$ cat src/rtl/core/dq_pkg.sv
package dq_pkg;

  localparam int DEPTH = 16;
  localparam int IDX_W = $clog2(DEPTH);
  localparam int CNT_W = $clog2(DEPTH + 1);
  localparam int WORD_W = 32;

  typedef logic [IDX_W-1:0] idx_t;
  typedef logic [CNT_W-1:0] cnt_t;
  typedef logic [WORD_W-1:0] word_t;

  typedef enum logic [1:0] {
    CMD_PUSH_BACK  = 2'd0,
    CMD_PUSH_FRONT = 2'd1,
    CMD_POP_FRONT  = 2'd2,
    CMD_POP_BACK   = 2'd3
  } cmd_t;

  typedef enum logic [1:0] {
    ST_OK    = 2'd0,
    ST_EMPTY = 2'd1,
    ST_FULL  = 2'd2
  } status_t;

  // base + offset, with their sum below 2*DEPTH, folded back into the ring
  function automatic idx_t slot_wrap(input logic [IDX_W:0] sum);
    logic [IDX_W:0] folded;
    folded = (sum >= (IDX_W+1)'(DEPTH)) ? sum - (IDX_W+1)'(DEPTH) : sum;
    return folded[IDX_W-1:0];
  endfunction

  function automatic idx_t slot_inc(input idx_t idx);
    return (idx == idx_t'(DEPTH - 1)) ? '0 : idx + idx_t'(1);
  endfunction

  function automatic idx_t slot_dec(input idx_t idx);
    return (idx == '0) ? idx_t'(DEPTH - 1) : idx - idx_t'(1);
  endfunction

endpackage

$ cat src/rtl/core/double_ended_queue_core.sv
// Bounded double-ended queue of 32-bit words held in a ring of DEPTH entries in one
// synchronous RAM. A command is taken when start is high and busy is low; busy never
// rises, so one command can be issued every clock cycle. Its result (popped word,
// status, occupancy after the command) appears in the cycle after the accept edge, with
// done high for that single cycle, since the RAM read is registered. The receiver cannot
// stall: sample the result when done is high. Pushes write the RAM at the accept edge;
// pops read it at the same edge, so a pop right after a push sees the pushed word.
// A pop on an empty queue returns status empty and a zero word; a push on a full
// queue returns status full and drops the word.
module double_ended_queue_core
  import dq_pkg::*;
(
  input  logic        clk,
  input  logic        rst,
  input  logic        start,
  output logic        busy,
  input  logic [1:0]  command,
  input  logic [31:0] push_value,
  output logic        done,
  output logic [31:0] pop_value,
  output logic [1:0]  status,
  output logic [CNT_W-1:0] occupancy
);

  idx_t    front_index;
  idx_t    front_index_next;
  cnt_t    entry_count;
  cnt_t    entry_count_next;
  status_t status_next;
  logic    pop_hit;
  logic    pop_hit_next;
  logic    accept;
  logic    ram_we;
  logic    ram_re;
  idx_t    ram_waddr;
  idx_t    ram_raddr;
  word_t   ram_rdata;
  logic    is_full;
  logic    is_empty;

  assign busy     = 1'b0;
  assign accept   = start && !busy;
  assign is_full  = (entry_count == cnt_t'(DEPTH));
  assign is_empty = (entry_count == '0);

  always_comb begin
    front_index_next = front_index;
    entry_count_next = entry_count;
    status_next      = ST_OK;
    pop_hit_next     = 1'b0;
    ram_we           = 1'b0;
    ram_re           = 1'b0;
    ram_waddr        = slot_wrap((IDX_W+1)'(front_index) + (IDX_W+1)'(entry_count));
    ram_raddr        = front_index;
    if (accept) begin
      unique case (cmd_t'(command))
        CMD_PUSH_BACK: begin
          if (is_full) begin
            status_next = ST_FULL;
          end else begin
            ram_we           = 1'b1;
            entry_count_next = entry_count + cnt_t'(1);
          end
        end
        CMD_PUSH_FRONT: begin
          if (is_full) begin
            status_next = ST_FULL;
          end else begin
            ram_we           = 1'b1;
            ram_waddr        = slot_dec(front_index);
            front_index_next = slot_dec(front_index);
            entry_count_next = entry_count + cnt_t'(1);
          end
        end
        CMD_POP_FRONT: begin
          if (is_empty) begin
            status_next = ST_EMPTY;
          end else begin
            ram_re           = 1'b1;
            pop_hit_next     = 1'b1;
            front_index_next = slot_inc(front_index);
            entry_count_next = entry_count - cnt_t'(1);
          end
        end
        CMD_POP_BACK: begin
          if (is_empty) begin
            status_next = ST_EMPTY;
          end else begin
            ram_re           = 1'b1;
            pop_hit_next     = 1'b1;
            // back slot is front + count - 1
            ram_raddr        = slot_wrap((IDX_W+1)'(front_index)
                                         + (IDX_W+1)'(entry_count - cnt_t'(1)));
            entry_count_next = entry_count - cnt_t'(1);
          end
        end
        default: begin
          status_next = ST_OK;
        end
      endcase
    end
  end

  always_ff @(posedge clk) begin
    if (rst) begin
      front_index <= '0;
      entry_count <= '0;
      done        <= 1'b0;
      pop_hit     <= 1'b0;
      status      <= ST_OK;
    end else begin
      front_index <= front_index_next;
      entry_count <= entry_count_next;
      done        <= accept;
      pop_hit     <= pop_hit_next;
      status      <= status_next;
    end
  end

  dq_ram #(
    .WIDTH(WORD_W),
    .DEPTH(DEPTH)
  ) u_ram (
    .clk  (clk),
    .we   (ram_we),
    .waddr(ram_waddr),
    .wdata(push_value),
    .re   (ram_re),
    .raddr(ram_raddr),
    .rdata(ram_rdata)
  );

  // count register already holds the state after the item shown on the result ports
  assign occupancy = entry_count;
  assign pop_value = pop_hit ? ram_rdata : '0;

  a_done_follows_accept: assert property (@(posedge clk) disable iff (rst)
    done |-> $past(accept))
    else $error("result word without an accepted command");

  a_count_bounded: assert property (@(posedge clk) disable iff (rst)
    entry_count <= cnt_t'(DEPTH))
    else $error("occupancy beyond depth");

  a_full_status: assert property (@(posedge clk) disable iff (rst)
    (done && status == ST_FULL) |-> (occupancy == cnt_t'(DEPTH) && !pop_hit))
    else $error("full status while queue not full");

  a_empty_status: assert property (@(posedge clk) disable iff (rst)
    (done && status == ST_EMPTY) |-> (occupancy == '0 && pop_value == '0))
    else $error("empty status with entries or data");

  a_pop_shrinks: assert property (@(posedge clk) disable iff (rst)
    (accept && command[1] && !is_empty) |=> (entry_count == $past(entry_count) - cnt_t'(1)))
    else $error("pop did not remove one entry");

endmodule

$ cat src/rtl/core/dq_ram.sv
module dq_ram #(
  parameter int WIDTH = 32,
  parameter int DEPTH = 16
) (
  input  logic                     clk,
  input  logic                     we,
  input  logic [$clog2(DEPTH)-1:0] waddr,
  input  logic [WIDTH-1:0]         wdata,
  input  logic                     re,
  input  logic [$clog2(DEPTH)-1:0] raddr,
  output logic [WIDTH-1:0]         rdata
);

  logic [WIDTH-1:0] mem [DEPTH];

  always_ff @(posedge clk) begin
    if (we) begin
      mem[waddr] <= wdata;
    end
    if (re) begin
      rdata <= mem[raddr];
    end
  end

endmodule

$ cat config.mk
export PLATFORM = sky130hd
export DESIGN_NAME = double_ended_queue_core
export DESIGN_NICKNAME = d
export VERILOG_FILES = /design/src/rtl/core/dq_pkg.sv /design/src/rtl/core/double_ended_queue_core.sv /design/src/rtl/core/dq_ram.sv
export SDC_FILE = /design/constraint.sdc
export NUM_CORES = 1
export LEC_CHECK = 0
export BUFFER_PORTS_ARGS = -buffer_cell sky130_fd_sc_hd__buf_2
export CAP_MARGIN = 20
export CORE_MARGIN = 3
export CORE_UTILIZATION = 30
export CTS_BUF_LIST = sky130_fd_sc_hd__clkbuf_8 sky130_fd_sc_hd__clkbuf_16
export DETAILED_ROUTE_END_ITERATION = 8
export PLACE_DENSITY_LB_ADDON = 0.12
export SETUP_SLACK_MARGIN = 0.02
export SYNTH_ARGS = -nofsm -noshare
export SYNTH_HDL_FRONTEND = slang
export SYNTH_SLANG_ARGS = --single-unit
$ cat constraint.sdc
create_clock -name clk -period 8.63 [get_ports clk]
set_input_delay 1.726 -clock clk [delete_from_list [all_inputs] [get_ports clk]]
set_output_delay 1.726 -clock clk [all_outputs]
set_load 0.03 [all_outputs]
# Word-level counts from Yosys, hierarchy flattened
# Memories as Yosys holds them, arrays and structs flattened. A register that Yosys moved wholly into a read port is not among the register bits.
# Cells that the tools add are included.
[classes] n_mux=28 reduce_logical=9 order_cmp=2 addsub=8 bitwise=1 eq_ne=9
[op_table] op="two-way mux 4 bit" n=12
[op_table] op="two-way mux 32 bit" n=1
[op_table] op="subtractor 4 x 1 -> 4 bit (second input constant)" n=3
[op_table] op="adder 4 x 5 -> 5 bit" n=2
[op_table] op=">= comparator 5 bit (second input constant)" n=2
[op_table] op="two-way mux 5 bit" n=2
[op_table] op="one-hot mux 5 bit (2 select lines)" n=1
[op_table] op="two-way mux 1 bit" n=9
[op_table] op="!= test 2 bit (second input constant)" n=4
[op_table] op="one-hot mux 4 bit (2 select lines)" n=1
[op_table] op="OR reduction 2 bit" n=3
[op_table] op="adder 5 x 1 -> 5 bit (second input constant)" n=1
[op_table] op="equality test 5 bit (second input constant)" n=1
[op_table] op="logical NOT 5 bit" n=1
[op_table] op="subtractor 5 x 1 -> 5 bit (second input constant)" n=1
[op_table] op="adder 4 x 1 -> 4 bit (second input constant)" n=1
[op_table] op="equality test 2 bit (second input constant)" n=2
[op_table] op="equality test 4 bit (second input constant)" n=1
[op_table] op="logical NOT 4 bit" n=1
[op_table] op="one-hot mux 2 bit (2 select lines)" n=1
[op_table] op="AND reduction 4 bit" n=1
[op_table] op="AND reduction 3 bit" n=1
[op_table] op="equality test 2 x 1 -> 1 bit (second input constant)" n=1
[op_table] op="logical NOT 2 bit" n=1
[op_table] op="3 further kinds" n=3
[word_totals] ram_bits=512 regBits=13 word_cells=63 n_memories=1 input_bits=37
[memory_table] name="u_ram.mem" words=16 word_bits=32 read_ports=1 rd_ports_with_merged_regs=1 write_ports=1 line="dq_ram.sv:14" source="logic [WIDTH-1:0] mem [DEPTH];"

# Longest topological paths before layout
[logic_depth] depth_word=7 ltp_mapped=11

# Modules after synthesis
# A second synthesis with hierarchy kept.
[unflattened] cells_unflattened=1013 hier_area_um2=21575.7
[modules_own_cells] module="dq_ram" area_per_inst_um2=20155.6 cells_each=838 instances=1
[modules_own_cells] module="double_ended_queue_core" area_per_inst_um2=1420.1 cells_each=175 instances=1

# Least setup slack after synthesis
# OpenSTA, ideal clock, no wires.
[synth_timing] path_kind="input-to-reg" from="input port command[0]" to="memory u_ram.mem[4][0], enable pin" setup_time_ns=0.461 required_ns=8.169 slack_ns=3.206 arrival_ns=4.963 path_buffers=1 cell_stages=6 path_cell_list="buf_2 nand4b_1 a221oi_1 a21o_1 nand2_1 nor3_1"
[synth_via] elab_chain_len=6
[synth_rtl] element="start: declaration" line="double_ended_queue_core.sv:17" source="input logic [1:0] command,"
[synth_rtl] element="equality test 2 x 1 -> 1 bit / logical NOT 2 bit (equally long branches)" line="double_ended_queue_core.sv:56" source="unique case (cmd_t'(command))"
[synth_rtl] element="OR reduction 2 bit (no line)"
[synth_rtl] element="two-way mux 1 bit"
[synth_rtl] element="two-way mux 1 bit" line="double_ended_queue_core.sv:55" source="if (accept) begin"
[synth_rtl] element="two-way mux 1 bit" line="dq_ram.sv:17" source="if (we) begin"
[synth_rtl] element="two-way mux 1 bit (not written as such)" line="dq_ram.sv:18" source="mem[waddr] <= wdata;"
[synth_rtl] element="end: declaration" line="dq_ram.sv:14"
# Several ways; a longest one is shown, not always the timed one.

# Worst setup path in the final report
[layout_timing] from="input port command[1]" to="register u_ram.rdata[12] (read register of u_ram.mem), data pin"
[layout_via] elab_chain_len=4
[layout_rtl] element="equality test 2 bit" line="double_ended_queue_core.sv:56"
[layout_rtl] element="OR reduction 2 bit (no line)"
[layout_rtl] element="two-way mux 1 bit"
[layout_rtl] element="two-way mux 1 bit" line="double_ended_queue_core.sv:55"
[layout_rtl] element="end: declaration" line="dq_ram.sv:11" source="output logic [WIDTH-1:0] rdata"
# Several ways; a longest one is shown, not always the timed one.
# A chain may end at the register's enable or synchronous reset.

==> metrics.txt <==
Critical Path Sink=u_ram.rdata[12]; Setup crit start=command[1]; post-synthesis mux area share=0.006295; initial antenna violation count=4; post-synthesis cell count=around 1,500; RSZ-0062 raised after global routing=false; area of the core=just over 70,000 sq um; setup_tns=0 ps; Die X=between 200 and 300 um; xor-xnor portion of the synthesized cell area=0.004764; DPL Wire Length=approximately 33 mm; worst slack, placed=about 3200 ps; r2r setup slk=around 4300 ps; die area=~77,000 sq um; clk_lat worst skew=approximately 630 ps; fin nets=approximately 1,600; CTS clk-pin slew, worst paths=around 60 ps; io pins=a little under 80; Max Cap Viol=0; # clock sinks=roughly 560; EDFF count, synth=between 500 and 600; Synth Flop Type=edfxtp_1; DR WL met3=between 2 and 2.5 mm; Root Driver=clkbuf_16; Final Util=0.3532; CTS Hold Bufs=0; R2R Path Start=occupancy[0]; met2 WL post-DR=30.05 mm; DR WL/cell=between 20 and 25 um; Seq/Total Area, Yosys=0.7522; Tot GR Track Use=0.1563; first-pass GRT wire length=approximately 91 mm; row count=98; CP required=~9100 ps; worst vdd rail ir drop=roughly 0.14 mV; Max Freq=between 0.2 and 0.25 GHz; Worst Setup Start Kind=primary input; Yosys top cell by area=edfxtp_1; Area Growth Syn to Fin=15.62%; total number of vias=~13,000; setup violators final=0; Avg Inst Size Synth=14.43 sq um; final worst-path setup slack=around 4200 ps; PD cells=257.7 nW/um^2; CP endpoint kind=flip-flop; gr ovfl total=0; Cell Area, Synth=between 20,000 and 25,000 sq um; post-synthesis compound-gate area fraction=0.1198; FF-to-FF End=u_ram.rdata[30]; min Tclk post-route=~4400 ps; Routed WL=approximately 61 mm; CTS tree=built; async set-reset flop share out of synthesis=0; actual slew at the worst max-slew pin=around 900 ps; Seq cells post-synth=557; final slew viol count=0; post-cts resize count=0; layout cells sized above 1=0.1423; number of setup buffers added after CTS=0; Ys Warns=0; share of the synthesized area in the top cell type=0.7404; Final Cycle Share=0.5155; DR iter-0 viols=approximately 930; CTS H-tree lvls=2; Worst slew margin=0.3976; largest net degree at the start of global routing=142; vias in the first global route=about 13,000; Adder-Cell Fraction of Synth Area=0.008053; CP arrival=a little under 5000 ps; ranking of synthesized cells by area=edfxtp_1 74%, a21oi_1 6.0%, a221oi_1 5.1%; DR pass1 iterations=5; worst reg2reg path depth=11; drc violations=0; simple-gate share of the synthesized area=0.08223; Yosys cell types=55; Worst Hold Class=flip-flop to flip-flop; Lkg Pwr=between 0.008 and 0.009 uW; Die Span Y=277.2 um; highest routing layer actually used=met5; final count of hold timing violations=0; wire length on met1=27.59 mm; Final ANT Viol Nets=0; largest family of logic cells by synthesized area=compound AO/OA/AOI/OAI gates; CP max FO=between 60 and 70; port bufs=76; initial core utilization=0.3055; Synthesized Nets=1,579; status=finished clean; number of buffers created by CTS=between 60 and 70; Max Root-Sink Buffers=3; critical path class=primary input to flip-flop; Placer Congestion=0.7070; final clock skew=roughly 22 ps; DR vias/cell=about 5
## worst min-delay path by stage
stage	endpoint	slack [ps]	cells after the start	start
2_1_floorplan	front_index[1]	650	2	front_index[1]
3_3_place_gp	occupancy[4]	620	2	occupancy[4]
3_5_place_dp	occupancy[4]	620	2	occupancy[4]
4_1_cts	occupancy[4]	630	2	occupancy[4]
5_1_grt	occupancy[4]	670	2	occupancy[4]
6_report	occupancy[4]	630	2	occupancy[4]
## cells in the mapped netlist, types with 2 or more instances
cell type / number
a21oi_1: 266
xnor2_1: 7
xor2_1: 5
nand2_1: 272
inv_1: 11
or4_1: 32
o21ai_1: 3
o21ai_0: 8
nand3_1: 5
nand2b_1: 4
buf_6: 6
mux2i_1: 4
fa_1: 2
buf_1: 2
buf_4: 10
a211oi_1: 2
dfxtp_1: 13
buf_2: 41
and3_1: 4
mux2i_4: 2
mux2i_2: 2
nand3b_1: 2
clkbuf_1: 50
nor3_1: 10
nor2b_1: 3
and2_1: 33
a221oi_1: 129
a21o_1: 2
ha_1: 11
edfxtp_1: 544
nor2_1: 20
## layout by cell type (no fill, tap or decap), types with 2 or more instances in the layout
master     netlist  routed
nand3_1          5       5
nor2b_1          3       3
nor3_2           0       8
nand3b_1         2       2
ha_1            11      11
clkinv_2         0      10
a21oi_1        266     266
xor2_1           5       5
and3_1           4       4
nor3_1          10       2
dfxtp_1         13      12
nand2_1        272     271
mux2i_4          2       5
buf_2           41      76
o21ai_0          8       8
a211oi_1         2       2
clkinv_4         0       3
buf_12           0       2
nor2_4           0       8
buf_4           10      38
bufinv_16        0       6
or4_1           32      32
clkinv_8         0       2
diode_2          0       2
a221oi_1       129     129
a21o_1           2       2
inv_1           11      18
mux2i_1          4       3
fa_1             2       2
xnor2_1          7       7
nand2b_1         4       4
edfxtp_1       544     544
clkinv_1         0      23
clkbuf_16        0      61
o21ai_1          3       3
and2_1          33      32
nor2_1          20      12
## worst max-delay path, stage by stage
cell	delay [ps]
buf_2	260
nand3_1	200
o21ai_1	290
and2_4	750
buf_4	650
a21oi_1	150
a221oi_1	600
or4_1	210
## area by class of cell
class | count | area [sq um]
diodes | 2 | 5.005
clock buffers | 61 | 1526
clock inverters | 54 | 421.7
fillers | 6948 | 46710
inverters | 11 | 41.29
multi-input cells | 852 | 5022
flip-flops and latches | 557 | 16600
well taps | 950 | 1189
repair buffers | 116 | 705.7
## per-layer routing
layer,up-vias,GRT usage
met4,4,0.03583
met5,-,0
li1,6053,-
met1,6913,0.2119
met3,81,0.02259
met2,240,0.2658
## through the flow
step	hold slack [ps]	area (sq um)	cells	total power (uW)
3_3_place_gp	618.2	23550	2485	4121
2_1_floorplan	648.2	22060	1529	3776
3_5_place_dp	621.9	23550	2485	4126
5_1_grt	667.7	25500	2601	6871
6_report	627.3	25510	2603	6574
4_1_cts	632.1	25500	2600	6678
## power breakdown
group          switching, uW  total [uW]  internal [uW]
registers               46.2        3140           3090
clock network           1070        2530           1460
logic                    647         906            259
total                   1760        6570           4810
## flip-flops by register name, indices dropped and copies added, names as in the netlist
signal and cells:
done 1, occupancy 5, status 2, pop_hit 1, front_index 4, u_ram.mem 512
u_ram.rdata 32
## cells by family (layout without fill, tap and decap cells)
logic type / count (synthesis) / in the layout
AOI/OAI and AO/OA: 420 / 420
xor gates and xnor gates: 12 / 12
adders and majority gates: 13 / 13
buffers and inverters: 120 / 242
DFF: 557 / 557
muxes: 10 / 10
other: 1 / 3
and+or+nand+nor: 396 / 396
No activity file was read; power rests on OpenSTA's default activity.
